<file path="src/sv/dbd_pkg.sv">
`timescale 1ns / 1ps
// dbd_pkg: shared widths, constants, month table and controller/datapath
// command and status types for the days-between-dates core. No dependencies.
package dbd_pkg;

  localparam int YEAR_W  = 14;
  localparam int MONTH_W = 4;
  localparam int DAY_W   = 5;
  localparam int COUNT_W = 22;

  localparam logic [YEAR_W-1:0] YEAR_MAX = YEAR_W'(9999);
  localparam int DAYS_COMMON = 365;

  // mod counters for the leap rule
  localparam int MOD100_W = 7;
  localparam int MOD400_W = 9;
  localparam logic [MOD100_W-1:0] MOD100_LAST = MOD100_W'(99);
  localparam logic [MOD400_W-1:0] MOD400_LAST = MOD400_W'(399);

  localparam logic [MONTH_W-1:0] MONTH_FEB = MONTH_W'(2);

  typedef logic [YEAR_W-1:0]  year_t;
  typedef logic [MONTH_W-1:0] month_t;
  typedef logic [DAY_W-1:0]   day_t;
  typedef logic [COUNT_W-1:0] count_t;

  typedef struct packed {
    logic load;       // capture an item, clear the sweep
    logic step;       // process one year
    logic calc_num;   // form both day numbers
    logic store_out;  // write |difference| to the output register
  } dbd_cmd_t;

  typedef struct packed {
    logic sweep_done; // current year is the last one needed
  } dbd_sts_t;

  // days in the months before month m in a common year; past December = 365
  function automatic count_t days_before_month(input month_t m);
    count_t d;
    case (m)
      4'd0, 4'd1: d = COUNT_W'(0);
      4'd2:       d = COUNT_W'(31);
      4'd3:       d = COUNT_W'(59);
      4'd4:       d = COUNT_W'(90);
      4'd5:       d = COUNT_W'(120);
      4'd6:       d = COUNT_W'(151);
      4'd7:       d = COUNT_W'(181);
      4'd8:       d = COUNT_W'(212);
      4'd9:       d = COUNT_W'(243);
      4'd10:      d = COUNT_W'(273);
      4'd11:      d = COUNT_W'(304);
      4'd12:      d = COUNT_W'(334);
      default:    d = COUNT_W'(DAYS_COMMON);
    endcase
    return d;
  endfunction

endpackage

</file>
<file path="src/sv/dbd_datapath.sv">
`timescale 1ns / 1ps
// dbd_datapath: year sweep accumulators, leap counters, day numbers and
// the output register. Uses dbd_pkg; driven by dbd_ctrl commands.
module dbd_datapath (
  input  logic              clk,
  input  logic              rst_n,
  input  dbd_pkg::dbd_cmd_t cmd,
  output dbd_pkg::dbd_sts_t sts,
  input  dbd_pkg::year_t    in_first_year,
  input  dbd_pkg::month_t   in_first_month,
  input  dbd_pkg::day_t     in_first_day,
  input  dbd_pkg::year_t    in_second_year,
  input  dbd_pkg::month_t   in_second_month,
  input  dbd_pkg::day_t     in_second_day,
  output dbd_pkg::count_t   out_day_count
);
  import dbd_pkg::*;

  year_t  ya_r, yb_r, ymax_r, y_r;
  month_t ma_r, mb_r;
  day_t   da_r, db_r;
  logic [1:0]          mod4_r;
  logic [MOD100_W-1:0] mod100_r;
  logic [MOD400_W-1:0] mod400_r;
  count_t acc_a_r, acc_b_r, na_r, nb_r, out_r;
  logic   leap_a_r, leap_b_r;

  year_t  ya_sat, yb_sat;
  logic   leap;
  count_t year_len, na_nxt, nb_nxt, diff;

  assign ya_sat = (in_first_year  > YEAR_MAX) ? YEAR_MAX : in_first_year;
  assign yb_sat = (in_second_year > YEAR_MAX) ? YEAR_MAX : in_second_year;

  assign leap     = ((mod4_r == 2'd0) && (mod100_r != '0)) || (mod400_r == '0);
  assign year_len = COUNT_W'(DAYS_COMMON) + COUNT_W'(leap);

  assign na_nxt = acc_a_r + days_before_month(ma_r) + COUNT_W'(da_r)
                + COUNT_W'((ma_r > MONTH_FEB) && leap_a_r);
  assign nb_nxt = acc_b_r + days_before_month(mb_r) + COUNT_W'(db_r)
                + COUNT_W'((mb_r > MONTH_FEB) && leap_b_r);

  assign diff = (na_r > nb_r) ? (na_r - nb_r) : (nb_r - na_r);

  assign sts.sweep_done = (y_r == ymax_r);
  assign out_day_count  = out_r;

  always_ff @(posedge clk) begin
    if (cmd.load) begin
      ya_r     <= ya_sat;
      yb_r     <= yb_sat;
      ymax_r   <= (ya_sat > yb_sat) ? ya_sat : yb_sat;
      ma_r     <= in_first_month;
      mb_r     <= in_second_month;
      da_r     <= in_first_day;
      db_r     <= in_second_day;
      y_r      <= '0;
      mod4_r   <= '0;
      mod100_r <= '0;
      mod400_r <= '0;
      acc_a_r  <= '0;
      acc_b_r  <= '0;
      leap_a_r <= 1'b0;
      leap_b_r <= 1'b0;
    end else if (cmd.step) begin
      if (y_r < ya_r) acc_a_r <= acc_a_r + year_len;
      if (y_r < yb_r) acc_b_r <= acc_b_r + year_len;
      if (y_r == ya_r) leap_a_r <= leap;
      if (y_r == yb_r) leap_b_r <= leap;
      y_r      <= y_r + YEAR_W'(1);
      mod4_r   <= mod4_r + 2'd1;
      mod100_r <= (mod100_r == MOD100_LAST) ? '0 : mod100_r + MOD100_W'(1);
      mod400_r <= (mod400_r == MOD400_LAST) ? '0 : mod400_r + MOD400_W'(1);
    end
    if (cmd.calc_num) begin
      na_r <= na_nxt;
      nb_r <= nb_nxt;
    end
    if (cmd.store_out) out_r <= diff;
  end

`ifndef NO_ASSERTIONS
  a_step_in_range: assert property (@(posedge clk) disable iff (!rst_n)
    cmd.step |-> (y_r <= ymax_r))
    else $error("year sweep ran past the last year");

  a_mod4_track: assert property (@(posedge clk) disable iff (!rst_n)
    cmd.step |-> (mod4_r == y_r[1:0]))
    else $error("mod-4 counter out of step with year");

  a_load_clears: assert property (@(posedge clk) disable iff (!rst_n)
    cmd.load |=> ((y_r == '0) && (acc_a_r == '0) && (acc_b_r == '0)))
    else $error("sweep not cleared on load");
`endif

endmodule

</file>
<file path="src/sv/dbd_ctrl.sv">
`timescale 1ns / 1ps
// dbd_ctrl: state machine sequencing load, year sweep, day numbers and
// output handoff. Uses dbd_pkg command/status types.
module dbd_ctrl (
  input  logic              clk,
  input  logic              rst_n,
  input  logic              in_valid,
  output logic              in_ready,
  output logic              out_valid,
  input  logic              out_ready,
  output dbd_pkg::dbd_cmd_t cmd,
  input  dbd_pkg::dbd_sts_t sts
);
  import dbd_pkg::*;

  localparam logic [1:0] S_IDLE  = 2'd0;
  localparam logic [1:0] S_SWEEP = 2'd1;
  localparam logic [1:0] S_NUMS  = 2'd2;
  localparam logic [1:0] S_DIFF  = 2'd3;

  logic [1:0] state_r, state_nxt;
  logic       out_valid_r, out_valid_nxt;
  logic       out_free;

  assign in_ready  = (state_r == S_IDLE);
  assign out_valid = out_valid_r;
  // output register can take a new result this cycle
  assign out_free  = !out_valid_r || out_ready;

  always_comb begin
    state_nxt     = state_r;
    out_valid_nxt = out_valid_r && !out_ready;
    cmd           = '0;
    case (state_r)
      S_IDLE: begin
        if (in_valid) begin
          cmd.load  = 1'b1;
          state_nxt = S_SWEEP;
        end
      end
      S_SWEEP: begin
        cmd.step = 1'b1;
        if (sts.sweep_done) state_nxt = S_NUMS;
      end
      S_NUMS: begin
        cmd.calc_num = 1'b1;
        state_nxt    = S_DIFF;
      end
      S_DIFF: begin
        if (out_free) begin
          cmd.store_out = 1'b1;
          out_valid_nxt = 1'b1;
          state_nxt     = S_IDLE;
        end
      end
      default: state_nxt = S_IDLE;
    endcase
  end

  always_ff @(posedge clk) begin
    if (!rst_n) begin
      state_r     <= S_IDLE;
      out_valid_r <= 1'b0;
    end else begin
      state_r     <= state_nxt;
      out_valid_r <= out_valid_nxt;
    end
  end

`ifndef NO_ASSERTIONS
  a_sweep_exit: assert property (@(posedge clk) disable iff (!rst_n)
    ((state_r == S_SWEEP) && sts.sweep_done) |=> (state_r == S_NUMS))
    else $error("sweep did not end on last year");

  a_out_from_diff: assert property (@(posedge clk) disable iff (!rst_n)
    (out_valid_r && !$past(out_valid_r)) |-> ($past(state_r) == S_DIFF))
    else $error("result raised outside the difference step");

  a_no_overwrite: assert property (@(posedge clk) disable iff (!rst_n)
    cmd.store_out |-> out_free)
    else $error("output register overwritten while held");
`endif

endmodule

</file>
<file path="src/sv/days_between_dates_core.sv">
`timescale 1ns / 1ps
// The year sweep runs from year 0 to the later input year, clamped to 9999, handling
// one year per cycle; then the day numbers and their difference are registered. A new
// item is taken only once the last result is stored; in_ready is high while the sweep
// is idle, even with a result still waiting in the output register.
// Reset: rst_n synchronous, active low; clears the state machine and out_valid.
module days_between_dates_core (
  input  logic             clk,
  input  logic             rst_n,
  input  logic             in_valid,
  output logic             in_ready,
  input  dbd_pkg::year_t   in_first_year,
  input  dbd_pkg::month_t  in_first_month,
  input  dbd_pkg::day_t    in_first_day,
  input  dbd_pkg::year_t   in_second_year,
  input  dbd_pkg::month_t  in_second_month,
  input  dbd_pkg::day_t    in_second_day,
  output logic             out_valid,
  input  logic             out_ready,
  output dbd_pkg::count_t  out_day_count
);
  import dbd_pkg::*;

  dbd_cmd_t cmd;
  dbd_sts_t sts;

  dbd_ctrl u_ctrl (
    .clk       (clk),
    .rst_n     (rst_n),
    .in_valid  (in_valid),
    .in_ready  (in_ready),
    .out_valid (out_valid),
    .out_ready (out_ready),
    .cmd       (cmd),
    .sts       (sts)
  );

  dbd_datapath u_dp (
    .clk             (clk),
    .rst_n           (rst_n),
    .cmd             (cmd),
    .sts             (sts),
    .in_first_year   (in_first_year),
    .in_first_month  (in_first_month),
    .in_first_day    (in_first_day),
    .in_second_year  (in_second_year),
    .in_second_month (in_second_month),
    .in_second_day   (in_second_day),
    .out_day_count   (out_day_count)
  );

endmodule
</file>
<file path="config.mk">
export PLATFORM = sky130hd
export DESIGN_NAME = days_between_dates_core
export DESIGN_NICKNAME = d
export VERILOG_FILES = /design/src/sv/dbd_pkg.sv /design/src/sv/dbd_datapath.sv /design/src/sv/dbd_ctrl.sv /design/src/sv/days_between_dates_core.sv
export SDC_FILE = /design/constraint.sdc
export NUM_CORES = 1
export LEC_CHECK = 0
export BUFFER_PORTS_ARGS = -buffer_cell sky130_fd_sc_hd__buf_2
export CORE_AREA = 2 2 225 161
export CTS_CLUSTER_DIAMETER = 150
export CTS_CLUSTER_SIZE = 20
export DETAILED_ROUTE_END_ITERATION = 12
export DIE_AREA = 0 0 227 163
export GPL_ROUTABILITY_DRIVEN = 0
export GPL_TIMING_DRIVEN = 0
export PLACE_DENSITY = 0.56
export SLEW_MARGIN = 10
export SYNTH_ARGS = -nofsm -noshare
export SYNTH_HDL_FRONTEND = slang
export SYNTH_SLANG_ARGS = --single-unit
</file>
<file path="constraint.sdc">
create_clock -name clk -period 4 [get_ports clk]
set_clock_uncertainty 0.2 [all_clocks]
set_input_delay 0 -clock clk [delete_from_list [all_inputs] [get_ports clk]]
set_output_delay 0 -clock clk [all_outputs]
set_load 0.03 [all_outputs]
</file>
==> run_results.csv <==
group,metric,value,unit
drt,drc,0,
placed_design,placed_cells_incl_taps,1944,
critical_path,timing.critical_path.to_type,"flip-flop",
cells_and_area,multi_input_comb_area,7403,um2
synthesis,synth_compound_gate_area_share,12.74,%
power_and_ir_drop,p_leak,6.876,nW
synthesis,postSynthRegisterBits,225,
cells_and_area,layoutNonFillerInstCount,2034,
sta,post-route-min-period,3.781,ns
synthesis,synth.area.mux_share,3.349,%
synthesis,netlist-cell-type-count,65,
cells_and_area,post_route_cells_drive_above_1_share,9.846,%
die,die-height,163,um
synthesis,syn-cell-area,13750,um2
sta,hold_slack,0.01160,ns
synthesis,synth_fa_ha_area_share,15.71,%
cells_and_area,layout.filler_cells,3417,
cts,cts_max_level,1,
synthesis,postSynthAreaPerCell,9.899,um2
die,die_x,227,um
cells_and_area,layout.nets,1758,
critical_path,crit_chain,"a211oi_2 -> nor2b_1 -> fa_1 -> ha_1 -> fa_1 -> a21o_1 -> a21oi_2 -> o21ai_2 -> a2111oi_4 -> nor2_2 -> a21o_1 -> a21oi_1 -> xnor2_1",
cells_and_area,n_antenna_cell,0,
die,fp.dieArea,37000,um2
drt,drt_pass1_iterations,7,
synthesis,netlist_instances,1389,
critical_path,crit_required,4.04,ns
global_routing,globalRouteOverflowTotal,0,
critical_path,critPathLaunchType,"flip-flop",
synthesis,mappedNetlistNets,1602,
drt,antenna_left,0,
global_routing,grt_pass1_wl,51410,um
cts,cts_tree,"built",
cts,clock_sink_count,225,
placed_design,dpl_cell_area,14780,um2
placed_design,port-buffer-count,73,
global_routing,maximum_number_of_pins_on_one_net_before_global_route_repair,60,
drt,dr_total_vias,10208,
critical_path,slowest_delay,0.44,ns
sta,max_slew.worst_pin.slew,0.8239,ns
cts,max-clock-path-buffers,3,
critical_path,cpMaxStageDelayCell,"fa_1",
critical_path,critPathTopFamily,"compound AO/OA/AOI/OAI gates",
cts,numCtsBuffers,15,
synthesis,synth.yosys.warnings,0,
status,outcome,"completed",
cells_and_area,final_util,45.31,%
cts,cts.clk_slew.worst_paths,0.09,ns
synthesis,fraction_of_synthesis_flops_using_an_asynchronous_set_or_reset_pin,0,%
cts,cts.root.buffer_cell,"clkbuf_16",
sta,slew_violations,0,
sta,hold_violations,0,
placed_design,dp_hpwl,23960,um
worst_hold_path,hold_path.class,"in -> reg",
cells_and_area,seq_area,5766,um2
cells_and_area,areaGrowthSynthToFinish,15.75,%
synthesis,ys_seq_area_share,41.93,%
global_routing,first_global_vias,9748,
die,core-area,35120,um2
sta,maxSlewHeadroom,45.07,%
drt,vias_per_cell,5.019,
sta,achievable-frequency,264.5,MHz
sta,grt_setup_unrepaired,"no",
drt,routed_wire_length_per_instance,15.39,um
critical_path,count_of_buffering_cells_on_the_critical_path_with_inverters_included,0,
global_routing,grt_antenna_before_repair,0,
power_and_ir_drop,vdd_ir_max,0.0003421,V
die,floorplan.initialDensity,39.15,%
synthesis,synth_xor_xnor_area_share,7.899,%
drt,detail_route.wirelength,31310,um
global_routing,gr-usage-all-layers,17.31,%
synthesis,synth_enable_flop_cells,126,
synthesis,dominant_combinational_cell_family_by_area_after_synthesis,"adder cells",
cells_and_area,final_cell_area,15920,um2
sta,fin_crit_sh,94.52,%
synthesis,synth_top_flop_cell,"edfxtp_1",
cts,clock_insertion_delay_worst_skew,0.50,ns
die,io_pins,74,
synthesis,share_of_synthesized_cell_area_in_and_or_nand_and_nor_gates,13.58,%
sta,final-setup-viol-count,0,
power_and_ir_drop,power.density_cell_area,677.6,nW/um2
cells_and_area,final_cell_mix,"ha_1 (146), inv_1 (129), edfxtp_1 (126)",
die,placement_rows,58,
cells_and_area,final_common_cell,"ha_1",
critical_path,timing.setup.critical_path_class,"reg -> reg",
critical_path,crit_path_max_fanout,2,
flow_run,cap_violations,0,
drt,dr.first_iter.drc_count,684,
critical_path,worstPathArrival,3.82,ns
[cells by family (layout without fill, tap and decap cells)]
logic type,count (synthesis),in the layout
flops,225,225
xor+xnor,124,124
mux,44,44
fa+ha+maj,163,163
simple gates,391,391
buf+inv,171,336
compound gates,271,271
[worst reg2reg max path, stage by stage (launching register included)]
cell and delay [ns]:
edfxtp_1 0.41, a211oi_2 0.24, nor2b_1 0.09, fa_1 0.44
ha_1 0.21, fa_1 0.41, a21o_1 0.21, a21oi_2 0.18
o21ai_2 0.11, a2111oi_4 0.43, nor2_2 0.10, a21o_1 0.20
a21oi_1 0.17, xnor2_1 0.10
[worst paths after layout]
path / start / to / slack, ns / cells after the start
max reg2reg: u_dp.mb_r[0] / u_dp.nb_r[10] / 0.22 / 13
min: in_first_year[11] / u_dp.ya_r[8] / 0.01 / 4
min reg2reg: u_dp.mod4_r[1] / u_dp.mod4_r[1] / 0.30 / 2
max: u_dp.mb_r[0] / u_dp.nb_r[10] / 0.22 / 13
[report_power, final]
part | internal, mW | total (mW) | switching (mW)
registers | 3.32 | 3.68 | 0.358
logic | 2.23 | 5.56 | 3.33
clock network | 0.723 | 1.54 | 0.821
total | 6.28 | 10.8 | 4.51
[routing by layer]
| metal | track usage [%] | share of wire, % | vias up |
|---|---|---|---|
| met3 | 1.948 | 3.9 | 35 |
| met4 | 3.387 | 1.8 | 0 |
| met2 | 25.41 | 40 | 196 |
| met5 | 0 | 0 | - |
| met1 | 27.17 | 54 | 4809 |
| li1 | - | - | 5168 |
[layout make-up]
| class | count | share of cell area (%) |
|---|---|---|
| Clock buffer | 24 | 2.571 |
| Sequential cell | 225 | 36.23 |
| Timing Repair Buffer | 139 | 6.557 |
| Buffer | 41 | 1.116 |
| Multi-Input combinational cell | 993 | 46.52 |
| Clock inverter | 2 | 0.1572 |
| Tap cell | 480 | 3.774 |
| Inverter | 130 | 3.082 |
[synth_stat cells, types with 12 or more instances]
| cell type | instances | area (um2) |
|---|---|---|
| ha_1 | 147 | 1839 |
| inv_1 | 130 | 488.0 |
| nor2_1 | 127 | 476.7 |
| edfxtp_1 | 126 | 3784 |
| dfxtp_1 | 99 | 1982 |
| nand2_1 | 91 | 341.6 |
| a21oi_1 | 80 | 400.4 |
| xor2_1 | 75 | 656.9 |
| o21ai_0 | 60 | 300.3 |
| xnor2_1 | 49 | 429.2 |
| a21o_1 | 44 | 330.3 |
| nand4_1 | 32 | 200.2 |
| clkbuf_1 | 28 | 105.1 |
| mux2i_1 | 28 | 280.3 |
| nand3_1 | 27 | 135.1 |
| or3_1 | 21 | 131.4 |
| nand2b_1 | 20 | 125.1 |
| nor2b_1 | 17 | 106.4 |
| fa_1 | 16 | 320.3 |
| mux2_2 | 16 | 180.2 |
| a211oi_1 | 15 | 112.6 |
| nor3_1 | 14 | 70.07 |
| o21a_1 | 12 | 90.09 |
[per-stage QoR]
step / TNS, ns / worst slack (ns) / total power, mW
4_1_cts: 0 / 0.003648 / 10.77
3_5_place_dp: -3.343 / -0.2853 / 9.112
6_report: 0 / 0.2193 / 10.78
2_1_floorplan: 0 / 0.3102 / 7.675
3_3_place_gp: -13.62 / -0.2603 / 9.000
5_1_grt: 0 / 0.02089 / 11.73
[flip-flops by register name, summed over array words and instances, names as in the netlist, named ones only]
signal and flops:
u_ctrl.out_valid 1, u_ctrl.state_r 2, u_dp.acc_a_r 22, u_dp.acc_b_r 22, u_dp.da_r 5, u_dp.db_r 5, u_dp.leap_a_r 1, u_dp.leap_b_r 1
u_dp.ma_r 4, u_dp.mb_r 4, u_dp.mod100_r 7, u_dp.mod400_r 9, u_dp.mod4_r 2, u_dp.na_r 22, u_dp.nb_r 22, u_dp.out_day_count 22
u_dp.y_r 14, u_dp.ya_r 14, u_dp.yb_r 14, u_dp.ymax_r 14
[repair_timing]
action / 4_1_cts / 5_1_grt
gates resized for setup: 3 / 19
pin swaps: 2 / 8
cloned: 0 / 0
endpoints found under the setup margin: 7 / 41
hold buffers: 60 / 0
setup buffers: 1 / 3
hold endpoints to repair: 77 / 0
No activity file was read; power rests on OpenSTA's default activity.
